--- src/design/oldest_entry_eviction_with_locks_assert.svh ---
// assertion macros used by the top design file
`ifndef OLDEST_ENTRY_EVICTION_WITH_LOCKS_ASSERT_SVH
`define OLDEST_ENTRY_EVICTION_WITH_LOCKS_ASSERT_SVH

// property holds in the same cycle as its antecedent
`define OEEL_ASSERT_SAME(label, clk, rst, ante, cons) \
   label: assert property (@(posedge clk) disable iff (rst) (ante) |-> (cons)) \
      else $error("assertion failed");

// property holds in the cycle after its antecedent
`define OEEL_ASSERT_NEXT(label, clk, rst, ante, cons) \
   label: assert property (@(posedge clk) disable iff (rst) (ante) |=> (cons)) \
      else $error("assertion failed");

`endif

--- src/design/oeel_pkg.sv ---
package oeel_pkg;

   localparam int KEY_W         = 64;
   localparam int TIME_W        = 32;
   localparam int LIMIT_W       = 6;
   localparam int IDX_MAX_W     = 6;
   localparam int DEF_TABLE_DEPTH = 32;
   localparam int DEF_LOCK_DEPTH  = 16;
   localparam int MAX_RESULTS   = 32;
   localparam int NEV_W         = $clog2(MAX_RESULTS + 1);
   localparam logic [LIMIT_W-1:0] LIMIT_RESET = 6'd32;

   localparam logic [2:0] KIND_ADD       = 3'd0;
   localparam logic [2:0] KIND_LOCK      = 3'd1;
   localparam logic [2:0] KIND_UNLOCK    = 3'd2;
   localparam logic [2:0] KIND_CLEAR_ONE = 3'd3;
   localparam logic [2:0] KIND_CLEAR_ALL = 3'd4;

   localparam logic [1:0] STATUS_OK        = 2'd0;
   localparam logic [1:0] STATUS_TABLE_FULL = 2'd1;
   localparam logic [1:0] STATUS_LOCK_FULL  = 2'd2;

   typedef struct packed {
      logic [2:0]        kind;
      logic [KEY_W-1:0]  entry_key;
      logic [TIME_W-1:0] now_time;
   } req_type;

   typedef struct packed {
      logic [1:0]       status;
      logic             evicted;
      logic [KEY_W-1:0] evicted_key;
      logic             last;
   } rsp_type;

   // controls into one slot cell
   typedef struct packed {
      logic wr_new;
      logic set_time;
      logic set_lock;
      logic clr_lock;
      logic invalidate;
   } slot_ctl_type;

   // controls into one lock cell
   typedef struct packed {
      logic write;
      logic clear;
   } lock_ctl_type;

   // running oldest-unlocked candidate passed along the slot row
   typedef struct packed {
      logic                 found;
      logic [IDX_MAX_W-1:0] idx;
      logic [KEY_W-1:0]     key;
      logic [TIME_W-1:0]    stamp;
   } best_type;

   typedef enum logic [2:0] {
      ST_IDLE,
      ST_EXEC,
      ST_CHECK,
      ST_SCAN,
      ST_EVICT
   } state_type;

endpackage

--- src/design/oeel_lock_cell.sv ---
module oeel_lock_cell (
   input  logic                       clock,
   input  logic                       reset,
   input  oeel_pkg::lock_ctl_type     ctl,
   input  logic [oeel_pkg::KEY_W-1:0] cmp_key,
   output logic                       hit,
   output logic                       valid
);
   import oeel_pkg::*;

   logic [KEY_W-1:0] key_ff;
   logic             valid_ff;

   assign hit   = valid_ff && (key_ff == cmp_key);
   assign valid = valid_ff;

   // lock entry valid bit
   always_ff @(posedge clock) begin
      if (reset) begin
         valid_ff <= 1'b0;
      end else if (ctl.write) begin
         valid_ff <= 1'b1;
      end else if (ctl.clear) begin
         valid_ff <= 1'b0;
      end
   end

   always_ff @(posedge clock) begin
      if (ctl.write) key_ff <= cmp_key;
   end

endmodule

--- config.mk ---
export PLATFORM = sky130hd
export DESIGN_NAME = oeel_lock_cell
export DESIGN_NICKNAME = d
export VERILOG_FILES = /design/src/design/oldest_entry_eviction_with_locks_assert.svh /design/src/design/oeel_pkg.sv /design/src/design/oeel_lock_cell.sv
export SDC_FILE = /design/constraint.sdc
export NUM_CORES = 1
export LEC_CHECK = 0
export ABC_AREA = 1
export BUFFER_PORTS_ARGS = -buffer_cell sky130_fd_sc_hd__clkbuf_2
export CORE_UTILIZATION = 54
export DETAILED_ROUTE_END_ITERATION = 10
export GPL_TIMING_DRIVEN = 0
export PLACE_DENSITY_LB_ADDON = 0.08
export REMOVE_ABC_BUFFERS = 1
export SKIP_CTS_REPAIR_TIMING = 1
export SYNTH_ARGS = -nofsm -noshare
export SYNTH_HDL_FRONTEND = slang
export SYNTH_SLANG_ARGS = --single-unit
export TNS_END_PERCENT = 5
--- constraint.sdc ---
create_clock -name clock -period 1.43 [get_ports clock]
set_input_delay 0.2145 -clock clock [delete_from_list [all_inputs] [get_ports clock]]
set_output_delay 0.2145 -clock clock [all_outputs]
set_load 0.05 [all_outputs]
==> results of run 1 <==
==> cell type report <==
cell class	count	area (µm²)	area share (%)
clock buffers	9	124	3.26
inverters	85	319	8.40
well taps	72	90.1	2.37
repair buffers	69	354	9.32
multi-input cells	187	862	22.7
flip-flops and latches	65	1940	51.1
clock inverters	7	109	2.86
==> synthesized netlist by cell type <==
cell / instances / share of area, %
dfxtp_1: 1 / 0.65
edfxtp_1: 64 / 62
inv_1: 85 / 10
nand2_1: 113 / 14
nand3_1: 4 / 0.65
nand4_1: 4 / 0.81
nor2_1: 32 / 3.9
o21ai_0: 8 / 1.3
o22ai_1: 8 / 1.6
xnor2_1: 14 / 4.0
xor2_1: 4 / 1.1
==> flip-flops by register name (all words and copies together) (netlist names) <==
register / flops
key_ff: 64
valid: 1
==> metrics by stage <==
stage | power, mW | TNS (ps) | setup slack, ps | hold WS, ps
final | 4.63 | -420 | -420 | 29.3
after CTS | 4.67 | -610 | -610 | 12.2
after floorplan | 2.62 | -604 | -604 | 287
after global placement | 2.82 | -25940 | -402 | 372
after global routing | 4.84 | -569 | -569 | 9.76
after detailed placement | 2.84 | -228 | -228 | 378
==> metal layers <==
metal  global-route usage [%]  vias to the layer above
li1                         -                     1206
met1                     22.7                      978
met2                     32.8                       54
met3                     7.18                        7
met4                     9.43                        0
met5                        0                        -
==> logic make-up after synthesis <==
| family | synth area share [%] |
|---|---|
| simple gates | 19.0 |
| buf+inv | 10.3 |
| flops | 62.7 |
| xor+xnor | 5.09 |
| compound gates | 2.91 |
==> worst min path at each step <==
| stage | end | slack [ps] |
|---|---|---|
| after global routing | valid | 10 |
| after global placement | valid | 370 |
| after CTS | valid | 10 |
| after floorplan | valid | 290 |
| after detailed placement | valid | 380 |
| final | valid | 30 |
==> power groups by stage <==
stage | clock network (mW) | registers, mW | logic [mW]
2_1_floorplan | 0 | 2.36 | 0.261
3_3_place_gp | 0 | 2.36 | 0.462
5_1_grt | 1.94 | 2.34 | 0.562
3_5_place_dp | 0 | 2.37 | 0.474
4_1_cts | 1.86 | 2.33 | 0.478
6_report | 1.82 | 2.33 | 0.481
==> metrics.md, run 1 <==
| Metric | Value |
|---|---|
| Post-layout min period | 1850 ps |
| Max-cap violations | 0 |
| Avg Synthesized Cell Area | 9.19 µm² |
| # DRC | 0 |
| Distinct cells, synth | 11 |
| Final hold vios | 0 |
| R2r worst-path depth | 4 |
| Total gr overflow | 0 |
| Starting Density | 56.3% |
| WP depth | 10 |
| Worst setup endpoint | hit |
| Final Util | slightly below 70% |
| Inserted Diodes | 0 |
| Critical path fanouts, max | 2 |
| Max-slew violations | 0 |
| Register area share after synthesis | 62.7% |
| First-pass GRT wire length | 8970 µm |
| Delay-heaviest family, CP | simple AND/OR/NAND/NOR gates |
| Crit Path Category | reg -> out |
| Initial antenna violation count | 0 |
| Max Clk Rate | about 540 MHz |
| Sw Ratio | a little over a fifth |
| Pre-antenna DRT Iters | 4 |
| Clock power share | approximately two fifths |
| Hold Path Depth | 2 |
| CP Cell Sequence | nand2_1, o21ai_1, inv_1, nand2_2, nor2_2, nand2_1, nor2_2, nand3_1, nor2_2, buf_6 |
| Setup Viol. Count Final | 1 |
| CTS Sinks | 65 |
| GP Congestion | 0.745 |
| Setup WS post-layout | -420 ps |
| Hold_sp | reset |
| Syn Inst Count | 337 |
| CTS HTree Levels | 3 |
| Min-delay worst type | in -> reg |
| CTS root buf | clkbuf_8 |
| CTS tree | yes |
| Height of the die | around 80 µm |
| Leakage power | 1.90 nW |
| Logic gate share of total power | 10.4% |
| DIE WIDTH | just under 80 µm |
| CP dominant cell by count | nor2_2 |
| Power per Cell Area | 1220 nW/µm² |
| Vias in the first global route | approximately 2200 |
| Crit path launch type | flop |
| Core Area | roughly 5500 µm² |
| Internal power component | ~3.6 mW |
| Cell Count, Final, Fillers Out | 494 |
| Post-DP Area | between 3000 and 4000 µm² |
| Req. time, crit path | between 1000 and 1500 ps |
| Final period util | 129% |
| Slowest stage delay, CP | 400 ps |
| Via density | between 4 and 5 |
| YS warnings | 0 |
| Most frequent cells in the layout | nand2_1 (112), inv_1 (85), clkbuf_2 (67) |
| Final wirelength | roughly 5300 µm |
| Clk buf depth | 2 |
| DR top layer | met4 |
| Area Overhead vs Synth | 22.7% |
| Ports | 70 |
| Status | complete, but fails checks |
| Detailed Place HPWL | ~3800 µm |
| #FFs+latches synth | 65 |
| Metal3 WL | 373 µm |
| Largest net degree at the start of global routing | 66 |
| Reg clk slew, reported paths | about 70 ps |
| VDD IR-drop max | between 0.9 and 1 mV |
| Post-route cell area | 3800 µm² |
| Num rows | 27 |
| Fraction of layout cells with a size suffix above 1 | 21.8% |
| Failing checks | negative setup slack |
| Port bufs | between 60 and 70 |
| Post-synthesis cell area | 3100 µm² |
| Layout Skew | 0 ps |
| Post-route ant nets | 0 |
| FF-to-FF Start | valid |
| DRC marker count from the first detailed-route iteration | around 130 |
| Slowest cell on the critical path | edfxtp_1 |
| Register share of total power | roughly 50% |
| Die area | roughly 6000 µm² |
| Setup crit end kind | primary output |
| Met1 wire length | 2370 µm |
| DR WL met2 | 2450 µm |
| Skew-Pair Late Insertion Delay | between 300 and 400 ps |
| Crit. Startpoint | key_ff[61] |
| Psw | 1.01 mW |
| CP Buf/Inv Count | 2 |
| DR vias | around 2200 |
| Filler instances | about 460 |
| Commonest non-fill, non-tap cell in the layout | nand2_1 |
| Routed wire per std cell | 10.6 µm |
| Critical Path AT | around 1600 ps |
| Number of placed instances, taps included | 478 |
| RSZ-0062 raised after global routing | true |
| Layout Nets | around 490 |
| Worst Max-Slew Pin Slew | about 900 ps |
| Reg-to-Reg End | valid |
| GRT Util Overall | between 10% and 20% |
| Num CTS Buffers | 9 |
| Slew HR | about two fifths |
| R2R setup slack | around 750 ps |
Power figures use the tool's default switching activity.
==> run 2, diff against run 1 <==
- CORE_MARGIN: not set -> 2
==> metrics.md, run 2 (synthesis results as in run 1) <==
| Metric | Value |
|---|---|
| Slew HR | between 40% and 50% |
| Clk buf depth | 2 |
| CTS root buf | clkbuf_8 |
| Psw | a little under 1 mW |
| Setup crit end kind | primary output |
| Crit path launch type | flop |
| Largest net degree at the start of global routing | 66 |
| DIE WIDTH | about 80 µm |
| Logic gate share of total power | around 11% |
| Detailed Place HPWL | between 3000 and 4000 µm |
| Core Area | ~5500 µm² |
| DR vias | between 2000 and 2500 |
| Leakage power | between 1.5 and 2 nW |
| Filler instances | around 480 |
| Port bufs | 69 |
| RSZ-0062 raised after global routing | true |
| Fraction of layout cells with a size suffix above 1 | 20.8% |
| Crit Path Category | reg -> out |
| CTS tree | yes |
| # DRC | 0 |
| GP Congestion | a little over 0.7 |
| Pre-CTS setup slack | -191 ps |
| Min-delay worst type | in -> reg |
| Total gr overflow | 0 |
| R2R setup slack | between 700 and 800 ps |
| Final wirelength | 5320 µm |
| Status | complete, but fails checks |
| Height of the die | between 70 and 80 µm |
| FF-to-FF Start | valid |
| Layout Nets | approximately 490 |
| Post-layout min period | approximately 1800 ps |
| Max Clk Rate | between 500 and 600 MHz |
| Hold Path Sink | valid |
| Biggest register | key_ff |
| Num rows | 27 |
| Num CTS Buffers | 9 |
| Starting Density | 55.9% |
| Setup Viol. Count Final | 1 |
| VDD IR-drop max | 0.689 mV |
| Hold_sp | reset |
| CTS Sinks | between 60 and 70 |
| Clock power share | ~34% |
| Commonest non-fill, non-tap cell in the layout | nand2_1 |
| Vias in the first global route | roughly 2300 |
| CTS HTree Levels | 3 |
| Initial antenna violation count | 0 |
| Power per Cell Area | about 1100 nW/µm² |
| Hold Path Depth | 2 |
| Cell Count, Final, Fillers Out | between 400 and 500 |
| R2r worst-path depth | 4 |
| Final hold vios | 0 |
| Critical path fanouts, max | 2 |
| Ports | 70 |
| Req. time, crit path | ~1200 ps |
| Worst Max-Slew Pin Slew | 869 ps |
| Reg-to-Reg End | valid |
| Pre-antenna DRT Iters | 4 |
| Register share of total power | between 50 and 60% |
| Via density | 4.53 |
| Post-route ant nets | 0 |
| Inserted Diodes | 0 |
| Max-slew violations | 0 |
| Max FFs per register | 64 |
| Most frequent cells in the layout | nand2_1 (112), inv_1 (85), clkbuf_2 (67) |
| Reg clk slew, reported paths | about 70 ps |
| DRC marker count from the first detailed-route iteration | roughly 130 |
| First-pass GRT wire length | around 9300 µm |
| Number of placed instances, taps included | 478 |
| Critical Path AT | approximately 1600 ps |
| Layout Skew | 0 ps |
| Setup WS post-layout | -417 ps |
| Sw Ratio | approximately 23% |
| Area Overhead vs Synth | 21.0% |
| Failing checks | negative setup slack |
| Crit. Startpoint | key_ff[19] |
| Routed wire per std cell | around 11 µm |
| Die area | roughly 6400 µm² |
| Internal power component | between 3 and 4 mW |
| Max-cap violations | 0 |
| GRT Util Overall | 19.2% |
| Skew-Pair Late Insertion Delay | 320 ps |
| Final period util | 129% |
-- run 2: changes by cell type in the layout (fill, tap and decap cells not counted), moves of 2 or more --
| cell | change |
|---|---|
| nor2_1 | +3 |
| clkinv_2 | -2 |
| bufinv_16 | -2 |
| nor2_2 | -3 |
-- run 2: per-stage QoR --
step	hold slack (ps)	power, mW	utilization, %	area, µm²	TNS [ps]
after floorplan	287	2.62	-	3100	-604
after global placement	371	2.82	63.8	3530	-26290
after detailed placement	379	2.84	63.8	3540	-191
after CTS	25.3	4.31	67.2	3720	-568
after global routing	32.8	4.47	67.7	3750	-584
final	39.5	4.26	67.7	3750	-417
-- run 2: per-layer routing --
metal | global-route usage (%) | wire length [µm] | up-vias
met5 | 0 | 0 | -
met4 | 9.15 | 133 | 0
met3 | 4.30 | 266 | 14
met2 | 31.8 | 2490 | 53
met1 | 23.8 | 2420 | 963
li1 | - | - | 1210
-- run 2: final cells by class --
class | instances | area, µm² | share of cell area (%)
clock buffer | 10 | 128 | 3.40
clock inverter | 6 | 58.8 | 1.57
inverter | 85 | 319 | 8.51
multi-input combinational | 187 | 851 | 22.7
sequential | 65 | 1940 | 51.8
tap | 72 | 90.1 | 2.40
timing repair buffer | 70 | 362 | 9.64
-- run 2: worst max path at each step --
stage | end | slack, ps | cells past startpoint
floorplan | hit | -600 | 8
global placement | key_ff[10] | -410 | 1
detailed placement | hit | -190 | 8
CTS | hit | -570 | 8
global route | hit | -580 | 10
finish | hit | -420 | 10
-- run 2: power groups by stage --
stage,clock network (mW),logic (mW),registers (mW)
3_3_place_gp,0,0.461,2.36
3_5_place_dp,0,0.474,2.37
6_report,1.45,0.482,2.33
4_1_cts,1.50,0.478,2.33
5_1_grt,1.56,0.564,2.35
2_1_floorplan,0,0.261,2.36
-- run 2: critical path, cell delays in order, from the launching register on --
cell and delay (ps):
edfxtp_1 400, nand2_1 80, o21ai_1 60, inv_1 60, nand2_2 60, nor2_2 90, nand2_1 60, nor2_2 110
nand3_1 70, nor2_1 130, buf_6 180
