$ cat src/design/oldest_entry_eviction_with_locks_assert.svh
// assertion macros used by the top design file
`ifndef OLDEST_ENTRY_EVICTION_WITH_LOCKS_ASSERT_SVH
`define OLDEST_ENTRY_EVICTION_WITH_LOCKS_ASSERT_SVH

// property holds in the same cycle as its antecedent
`define OEEL_ASSERT_SAME(label, clk, rst, ante, cons) \
   label: assert property (@(posedge clk) disable iff (rst) (ante) |-> (cons)) \
      else $error("assertion failed");

// property holds in the cycle after its antecedent
`define OEEL_ASSERT_NEXT(label, clk, rst, ante, cons) \
   label: assert property (@(posedge clk) disable iff (rst) (ante) |=> (cons)) \
      else $error("assertion failed");

`endif

$ cat src/design/oeel_pkg.sv
package oeel_pkg;

   localparam int KEY_W         = 64;
   localparam int TIME_W        = 32;
   localparam int LIMIT_W       = 6;
   localparam int IDX_MAX_W     = 6;
   localparam int DEF_TABLE_DEPTH = 32;
   localparam int DEF_LOCK_DEPTH  = 16;
   localparam int MAX_RESULTS   = 32;
   localparam int NEV_W         = $clog2(MAX_RESULTS + 1);
   localparam logic [LIMIT_W-1:0] LIMIT_RESET = 6'd32;

   localparam logic [2:0] KIND_ADD       = 3'd0;
   localparam logic [2:0] KIND_LOCK      = 3'd1;
   localparam logic [2:0] KIND_UNLOCK    = 3'd2;
   localparam logic [2:0] KIND_CLEAR_ONE = 3'd3;
   localparam logic [2:0] KIND_CLEAR_ALL = 3'd4;

   localparam logic [1:0] STATUS_OK        = 2'd0;
   localparam logic [1:0] STATUS_TABLE_FULL = 2'd1;
   localparam logic [1:0] STATUS_LOCK_FULL  = 2'd2;

   typedef struct packed {
      logic [2:0]        kind;
      logic [KEY_W-1:0]  entry_key;
      logic [TIME_W-1:0] now_time;
   } req_type;

   typedef struct packed {
      logic [1:0]       status;
      logic             evicted;
      logic [KEY_W-1:0] evicted_key;
      logic             last;
   } rsp_type;

   // controls into one slot cell
   typedef struct packed {
      logic wr_new;
      logic set_time;
      logic set_lock;
      logic clr_lock;
      logic invalidate;
   } slot_ctl_type;

   // controls into one lock cell
   typedef struct packed {
      logic write;
      logic clear;
   } lock_ctl_type;

   // running oldest-unlocked candidate passed along the slot row
   typedef struct packed {
      logic                 found;
      logic [IDX_MAX_W-1:0] idx;
      logic [KEY_W-1:0]     key;
      logic [TIME_W-1:0]    stamp;
   } best_type;

   typedef enum logic [2:0] {
      ST_IDLE,
      ST_EXEC,
      ST_CHECK,
      ST_SCAN,
      ST_EVICT
   } state_type;

endpackage

$ cat src/design/oeel_slot_cell.sv
module oeel_slot_cell #(
   parameter int SLOT_INDEX = 0
) (
   input  logic                      clock,
   input  logic                      reset,
   input  oeel_pkg::slot_ctl_type    ctl,
   input  logic [oeel_pkg::KEY_W-1:0]  cmp_key,
   input  logic [oeel_pkg::TIME_W-1:0] wr_time,
   input  logic                      wr_lock,
   input  oeel_pkg::best_type        prev,
   output oeel_pkg::best_type        best,
   output logic                      hit,
   output logic                      valid
);
   import oeel_pkg::*;

   logic [KEY_W-1:0]  key_ff;
   logic [TIME_W-1:0] time_ff;
   logic              valid_ff, valid_in;
   logic              locked_ff;
   best_type          best_ff, best_in;

   assign hit   = valid_ff && (key_ff == cmp_key);
   assign valid = valid_ff;
   assign best  = best_ff;

   // valid bit
   always_comb begin
      valid_in = valid_ff;
      if (ctl.wr_new) valid_in = 1'b1;
      if (ctl.invalidate) valid_in = 1'b0;
   end

   always_ff @(posedge clock) begin
      if (reset) begin
         valid_ff <= 1'b0;
      end else begin
         valid_ff <= valid_in;
      end
   end

   // entry payload
   always_ff @(posedge clock) begin
      if (ctl.wr_new) begin
         key_ff    <= cmp_key;
         time_ff   <= wr_time;
         locked_ff <= wr_lock;
      end else begin
         if (ctl.set_time) time_ff <= wr_time;
         if (ctl.set_lock) locked_ff <= 1'b1;
         if (ctl.clr_lock) locked_ff <= 1'b0;
      end
   end

   // older own entry replaces the candidate, lower slot wins on ties
   always_comb begin
      best_in = prev;
      if (valid_ff && !locked_ff && (!prev.found || time_ff < prev.stamp)) begin
         best_in.found = 1'b1;
         best_in.idx   = IDX_MAX_W'(SLOT_INDEX);
         best_in.key   = key_ff;
         best_in.stamp = time_ff;
      end
   end

   always_ff @(posedge clock) begin
      best_ff <= best_in;
   end

endmodule

$ cat config.mk
export PLATFORM = sky130hd
export DESIGN_NAME = oeel_slot_cell
export DESIGN_NICKNAME = d
export VERILOG_FILES = /design/src/design/oldest_entry_eviction_with_locks_assert.svh /design/src/design/oeel_pkg.sv /design/src/design/oeel_slot_cell.sv
export SDC_FILE = /design/constraint.sdc
export NUM_CORES = 1
export LEC_CHECK = 0
export BUFFER_PORTS_ARGS = -buffer_cell sky130_fd_sc_hd__buf_2
export CAP_MARGIN = 5
export CORE_MARGIN = 2
export CORE_UTILIZATION = 40
export CTS_BUF_LIST = sky130_fd_sc_hd__clkbuf_2 sky130_fd_sc_hd__clkbuf_4 sky130_fd_sc_hd__clkbuf_8
export DETAILED_ROUTE_END_ITERATION = 8
export GPL_TIMING_DRIVEN = 0
export MAX_ROUTING_LAYER = met4
export PLACE_DENSITY = 0.76
export SYNTH_ARGS = -nofsm -noshare
export SYNTH_HDL_FRONTEND = slang
export SYNTH_SLANG_ARGS = --single-unit
$ cat constraint.sdc
create_clock -name clock -period 4.7 [get_ports clock]
set_input_delay 0.235 -clock clock [delete_from_list [all_inputs] [get_ports clock]]
set_output_delay 0.235 -clock clock [all_outputs]
set_load 0.02 [all_outputs]
==> key figures, run 1 <==
Die
  • Core Rows: 51
  • IO Pins: between 300 and 400
  • CORE AREA: slightly below 20000 um^2
  • Die area: approximately 21000 um^2
  • Die height: 146 um
  • Die width: 146 um
  • Starting density of the core: 41.0%

Finish
  • Area of the multi-input gates: about 2700 um^2
  • Most frequent cells in the layout: 312 x buf_2, 200 x dlygate4sd3_1, 104 x dfxtp_1, 97 x edfxtp_1, 63 x mux2_4
  • Most common cell after layout, fill and taps aside: buf_2
  • Register area: 4990 um^2
  • Fillers: 1318
  • Synthesis-to-finish area growth: 57.7%
  • Fin nets: 1333
  • Layout cells sized above 1: 41.9%
  • Final Util: between 60% and 70%

Synth
  • Mapped Cells: around 550
  • Post-synthesis cell type count: 38
  • Ys async rst share: 0%
  • Yosys top cell by area: edfxtp_1
  • Synth Register Bits: ~200
  • Seq/Total Area, Yosys: about 62%
  • Synth area leaders: edfxtp_1 36%, dfxtp_1 26%, mux2_4 12%
  • Post-synth EDFFs: 97
  • Ys flop type: dfxtp_1
  • Mean post-synth cell area: 14.7 um^2
  • Warnings from Yosys: 0
  • Top-area cell type share of the netlist area: 36.2%
  • Syn Nets: between 700 and 800
  • Netlist Area Pre-Place: slightly above 8000 um^2

Clocking
  • Clk buf depth: 3
  • Post-CTS Setup Inserts: 0
  • CTS tree: yes
  • Root Buffer: clkbuf_8
  • Cts bufs inserted: 36
  • H-tree depth: 2
  • Sink Count: between 200 and 250
  • Clock Latency Late Sink: around 0.53 ns
  • Reg clk slew, reported paths: 0.07 ns

Global route
  • Initial antenna violation count: 2
  • Global-route wire length before repair: slightly above 40000 um
  • Remaining global-route overflow: 0
  • GRT busiest layer: met2
  • GRT Overall Usage: roughly 26%
  • Pin count of the biggest net entering global routing: 70
  • Met2 usage: 47.1%
  • Met3 Use GR: under 10%
  • Global-route met1 utilization: approximately a quarter
  • Vias in the first global route: between 7000 and 8000

Worst setup path
  • Worst Path Required: 5.10 ns
  • Flop2flop setup slack: 1.75 ns
  • Worst r2r src: time_ff[2]
  • Worst reg2reg endpoint: best[57]
  • CP Launch Type: flop
  • Worst Setup End Kind: flop
  • WS Path Type: reg2reg
  • Cells on worst reg2reg path: 9
  • Crit path max fanout: 10
  • Critical Path AT: 3.36 ns

Pwr
  • Max IR drop VDD: roughly 0.00026 V
  • Pwr Density: about 360 nW/um^2
  • Leakage: roughly 5.7 nW

Timing
  • TNS Setup: 0 ns
  • Hold Vio Cnt, Final: 0
  • Tcrit/Tclk final: between 60% and 70%
  • Clock skew: about 0.022 ns
  • Setup WS post-layout: about 1.7 ns
  • Max frequency: 0.338 GHz
  • Min Tclk post-route: between 2 and 3 ns
  • Slew headroom: approximately 37%
  • Max Slew Vio Count: 0
  • RSZ-0062 raised after global routing: no
  • Final setup fails: 0
  • Slew @ Worst Pin: between 0.9 and 1 ns

Hold path
  • Hold Path Class: in2reg
  • HP Start: ctl[2]
  • Hold Path Sink: locked_ff
  • Worst hold path depth: 2

Place
  • HPWL Detailed: 16500 um
  • Post-placement worst setup slack: about 1.8 ns
  • # port buffers: 311
  • GP Congestion: around 0.84

Job
  • Max_cap viols: 0

Routing
  • Drt wl/cell: just under 20 um
  • Detailed Routing Iterations Pass 1: 4
  • Via/cell ratio: slightly below 5
  • Initial drt markers: approximately 280
  • Final WL: between 20000 and 30000 um
  • DR vias: 6790
  • Post-route ant nets: 0
  • Post-route DRC: 0

Run status
  • Outcome: complete, no violations
[cells by family (layout without fill, tap and decap cells)]
group,count (synthesis),after routing,synth area share (%)
flip-flops,201,201,62.1
multiplexers,96,96,16.4
buffers and inverters,68,644,4.05
AND/OR/NAND/NOR,57,57,3.78
AO/OA/AOI/OAI,53,53,4.48
XOR/XNOR,40,40,4.36
adder cells (fa/ha/maj),31,31,4.82
other,0,2,0
[worst max path at each step]
| stage | start | to | slack (ns) | cells past startpoint |
|---|---|---|---|---|
| finish | time_ff[2] | best[57] | 1.75 | 9 |
| global route | time_ff[29] | best[57] | 1.62 | 9 |
| CTS | time_ff[29] | best[68] | 1.76 | 9 |
| detailed placement | time_ff[29] | best[68] | 1.77 | 9 |
| global placement | time_ff[29] | best[57] | 1.75 | 9 |
| floorplan | time_ff[29] | best[28] | 2.39 | 9 |
[where the power goes]
part / switching [W] / leakage (nW) / internal, W
registers: 0.0000785 / 1.84 / 0.00200
logic: 0.000372 / 3.50 / 0.000397
clock network: 0.000727 / 0.397 / 0.000952
total: 0.00118 / 5.73 / 0.00335
[critical path, cell delays in order, from the launching register on]
cell,delay [ns]
edfxtp_1,0.42
ha_1,0.34
a211oi_1,0.26
o21ai_1,0.12
a21oi_1,0.23
o41ai_1,0.14
a41oi_1,0.43
buf_6,0.28
buf_6,0.25
mux2_1,0.37
[synthesized netlist by cell type (3+ instances only)]
library cell / number
a21oi_1: 15
a221oi_1: 6
buf_6: 9
dfxtp_1: 104
edfxtp_1: 97
ha_1: 31
inv_1: 57
mux2_1: 11
mux2_2: 22
mux2_4: 63
nand2_1: 13
nand3_1: 3
nand4_1: 12
nor2_1: 6
nor2b_1: 8
nor3_1: 3
nor4_1: 7
o21ai_0: 7
o22ai_1: 6
o2bb2ai_1: 7
xnor2_1: 32
xor2_1: 8
[stage by stage]
step | area, um^2 | total power [W] | hold WS, ns | instances
2_1_floorplan | 8040 | 0.00243 | 0.312 | 546
3_3_place_gp | 9930 | 0.00269 | 0.399 | 1122
3_5_place_dp | 9930 | 0.00271 | 0.401 | 1122
4_1_cts | 12700 | 0.00450 | 0.0170 | 1387
5_1_grt | 12700 | 0.00470 | 0.0160 | 1389
6_report | 12700 | 0.00452 | 0.0373 | 1389
[repair_timing]
item,4_1_cts,5_1_grt
gates resized for setup,0,0
hold buffers,200,0
endpoints found under the hold margin,199,0
[layer usage]
metal / up-vias / wire length, um
li1: 3077 / -
met1: 3252 / 9880
met2: 382 / 14200
met3: 79 / 2180
met4: 0 / 1050
met5: - / 0
[state kept, by name, summed over array words and instances (netlist names)]
register   cells
valid          1
best         103
locked_ff      1
time_ff       32
key_ff        64
[final cells by class]
class                           count  share of cell area (%)
Sequential cell                   201                    39.4
Clock inverter                      8                   0.335
Multi-Input combinational cell    277                    21.4
Timing Repair Buffer              511                    28.1
Antenna cell                        2                  0.0395
Buffer                             11                   0.878
Inverter                           57                    1.69
Tap cell                          265                    2.61
Clock buffer                       57                    5.54
Note: power is estimated with default switching activity, not from simulation.
==> run 2, diff against run 1 <==
ABC_AREA = 1   (was not set)
PLACE_DENSITY = 0.75   (was 0.76)
clock period = 2.9 ns   (was 4.7 ns; I/O delays follow)
==> run 2 against run 1 <==
Via count rose by 24%. Count of clock-buffer cells in the layout down 3. Critical path type is now reg2out. Global-route usage is 2.4 points higher. Clock power grew 71%. Combinational power is 63% higher. Synthesized cell count increased by 52%. Synthesized area is 1.6% higher. Wire length rose by 11%. Critical path depth decreased by 2. Core utilization down 0.62 points.
==> key figures, run 2 <==
Timing
  • Slew @ Worst Pin: 0.929 ns
  • Final setup fails: 0
  • Min Tclk post-route: 2.56 ns
  • Slew headroom: approximately two fifths
  • Max Slew Vio Count: 0
  • Min Hold Slack: approximately 0.31 ns
  • Clock skew: around 0.026 ns
  • Hold Vio Cnt, Final: 0
  • Max frequency: between 0.3 and 0.4 GHz
  • Tcrit/Tclk final: about nine tenths
  • TNS Setup: 0 ns
  • RSZ-0062 raised after global routing: no

Clocking
  • CTS tree: yes
  • Reg clk slew, reported paths: 0.07 ns
  • Sink Count: 201
  • Post-CTS sizing: 0
  • Cts bufs inserted: 36
  • Post-CTS Setup Inserts: 0
  • Root Buffer: clkbuf_8
  • Clock Latency Late Sink: slightly above 0.5 ns
  • H-tree depth: 2
  • Clk buf depth: 3

Worst setup path
  • Worst Path Required: 2.76 ns
  • Cells on worst reg2reg path: 12
  • CP Launch Type: flop
  • WS Path Type: reg2out
  • Worst Setup End Kind: output port
  • Worst r2r src: time_ff[11]
  • Crit path max fanout: 2
  • Critical Path AT: roughly 2.4 ns
  • Worst reg2reg endpoint: best[58]
  • Flop2flop setup slack: ~0.43 ns

Synth
  • Yosys top cell by area: edfxtp_1
  • Mean post-synth cell area: around 10 um^2
  • Synth area leaders: edfxtp_1 36%, dfxtp_1 25%, nand2_1 11%
  • Ys flop type: dfxtp_1
  • Post-synthesis cell type count: 29
  • Syn Nets: approximately 1100
  • Netlist Area Pre-Place: between 8000 and 9000 um^2
  • Most common cell in the netlist: nand2_1
  • Warnings from Yosys: 0
  • Mapped Cells: 831
  • Seq/Total Area, Yosys: between 60% and 70%
  • Ys async rst share: 0%
  • Synth Register Bits: ~200
  • Top-area cell type share of the netlist area: a little over a third
  • Post-synth EDFFs: 97
  • Most instantiated cells after synthesis: 250 x nand2_1, 104 x dfxtp_1, 101 x nand3_1

Finish
  • Most common cell after layout, fill and taps aside: buf_2
  • Max FFs per register: a little over 100
  • Synthesis-to-finish area growth: 57.9%
  • Design area: 12900 um^2
  • Layout cells sized above 1: ~28%
  • Fin nets: roughly 1600
  • Most frequent cells in the layout: 317 x buf_2, 250 x nand2_1, 204 x dlygate4sd3_1, 104 x dfxtp_1, 101 x nand3_1

Die
  • Starting density of the core: approximately two fifths
  • Die height: approximately 150 um
  • CORE AREA: between 20000 and 25000 um^2
  • Die width: around 150 um
  • IO Pins: 312
  • Core Rows: 52
  • Die area: ~22000 um^2

Routing
  • Post-route ant nets: 0
  • Detailed Routing Iterations Pass 1: 5
  • DR vias: approximately 8400
  • Final WL: approximately 30000 um
  • Post-route DRC: 0
  • Initial drt markers: about 630
  • Routed length on met2: between 10000 and 15000 um
  • Via/cell ratio: about 5
  • Top layer in use: met4
  • Drt wl/cell: 18.1 um
  • M1 WL: 11400 um
  • Routed length on met3: 2260 um

Place
  • Placed Area: between 10000 and 15000 um^2
  • GP Congestion: roughly 0.9
  • # port buffers: around 310
  • HPWL Detailed: about 19000 um

Global route
  • GRT Overall Usage: approximately 28%
  • Global-route wire length before repair: 45900 um
  • Initial antenna violation count: 2
  • Remaining global-route overflow: 0
  • Vias in the first global route: approximately 9000
  • Pin count of the biggest net entering global routing: 69

Run status
  • Outcome: complete, no violations

Pwr
  • Power, Total: around 0.0075 W
  • Max IR drop VDD: 0.000381 V
  • Leakage: about 6.3 nW
  • Pwr Density: around 580 nW/um^2

Hold path
  • Hold Path Class: in2reg
  • Hold Path Sink: key_ff[50]
  • HP Start: ctl[4]
  • Worst hold path depth: 1

Job
  • Max_cap viols: 0
-- run 2: worst max path at each step --
stage | startpoint | to | slack [ns] | cells past startpoint
finish | key_ff[18] | hit | 0.34 | 7
global route | key_ff[62] | hit | 0.04 | 8
CTS | key_ff[18] | hit | 0.21 | 7
detailed placement | valid | best[42] | 0.47 | 6
global placement | ctl[4] | time_ff[11] | 0.32 | 2
floorplan | time_ff[5] | best[65] | 1.10 | 15
-- run 2: cells by family (layout without fill, tap and decap cells) --
group / after synthesis / count (layout) / share of synthesized area [%]
AO/OA/AOI/OAI: 67 / 67 / 5.18
XOR/XNOR: 20 / 20 / 2.14
adder cells (fa/ha/maj): 31 / 31 / 4.75
buffers and inverters: 115 / 694 / 6.27
flip-flops: 201 / 201 / 61.2
other: 0 / 2 / 0
AND/OR/NAND/NOR: 397 / 397 / 20.5
-- run 2: repair_timing --
item	in CTS	in global routing
hold endpoints to repair	202	0
hold buffers	204	0
endpoints found under the setup margin	0	0
-- run 2: power breakdown --
group	internal, W	switching [W]	total (W)
clock network	0.00168	0.00119	0.00287
registers	0.00323	0.000122	0.00335
logic	0.000559	0.000690	0.00125
total	0.00547	0.00200	0.00747
-- run 2: area by class of cell --
class / count / area [um^2]
inverters: 83 / 312
multi-input cells: 515 / 2660
flip-flops and latches: 201 / 4990
clock inverters: 10 / 100
diodes: 2 / 5.00
repair buffers: 515 / 3600
well taps: 270 / 338
clock buffers: 54 / 681
fillers: 1445 / 7210
plain buffers: 32 / 200
-- run 2: through the flow --
stage | instances | utilization (%) | setup slack, ns
finish | 1682 | 64.1 | 0.338
global route | 1682 | 64.1 | 0.0363
CTS | 1680 | 64.1 | 0.208
detailed placement | 1412 | 50.1 | 0.474
global placement | 1412 | 50.0 | 0.320
floorplan | 831 | - | 1.10
-- run 2: routing by layer --
| metal | up-vias | track usage, % |
|---|---|---|
| li1 | 3880 | - |
| met1 | 3844 | 31.7 |
| met2 | 534 | 47.3 |
| met3 | 152 | 5.06 |
| met4 | 0 | 17.5 |
| met5 | - | - |
-- run 2: worst max-delay path, stage by stage, from the launching register on --
cell	delay, ns
edfxtp_1	0.41
xor2_1	0.19
nor3_1	0.48
nand4_1	0.29
nor2_1	0.16
nand3b_1	0.09
nor2_1	0.10
buf_2	0.21
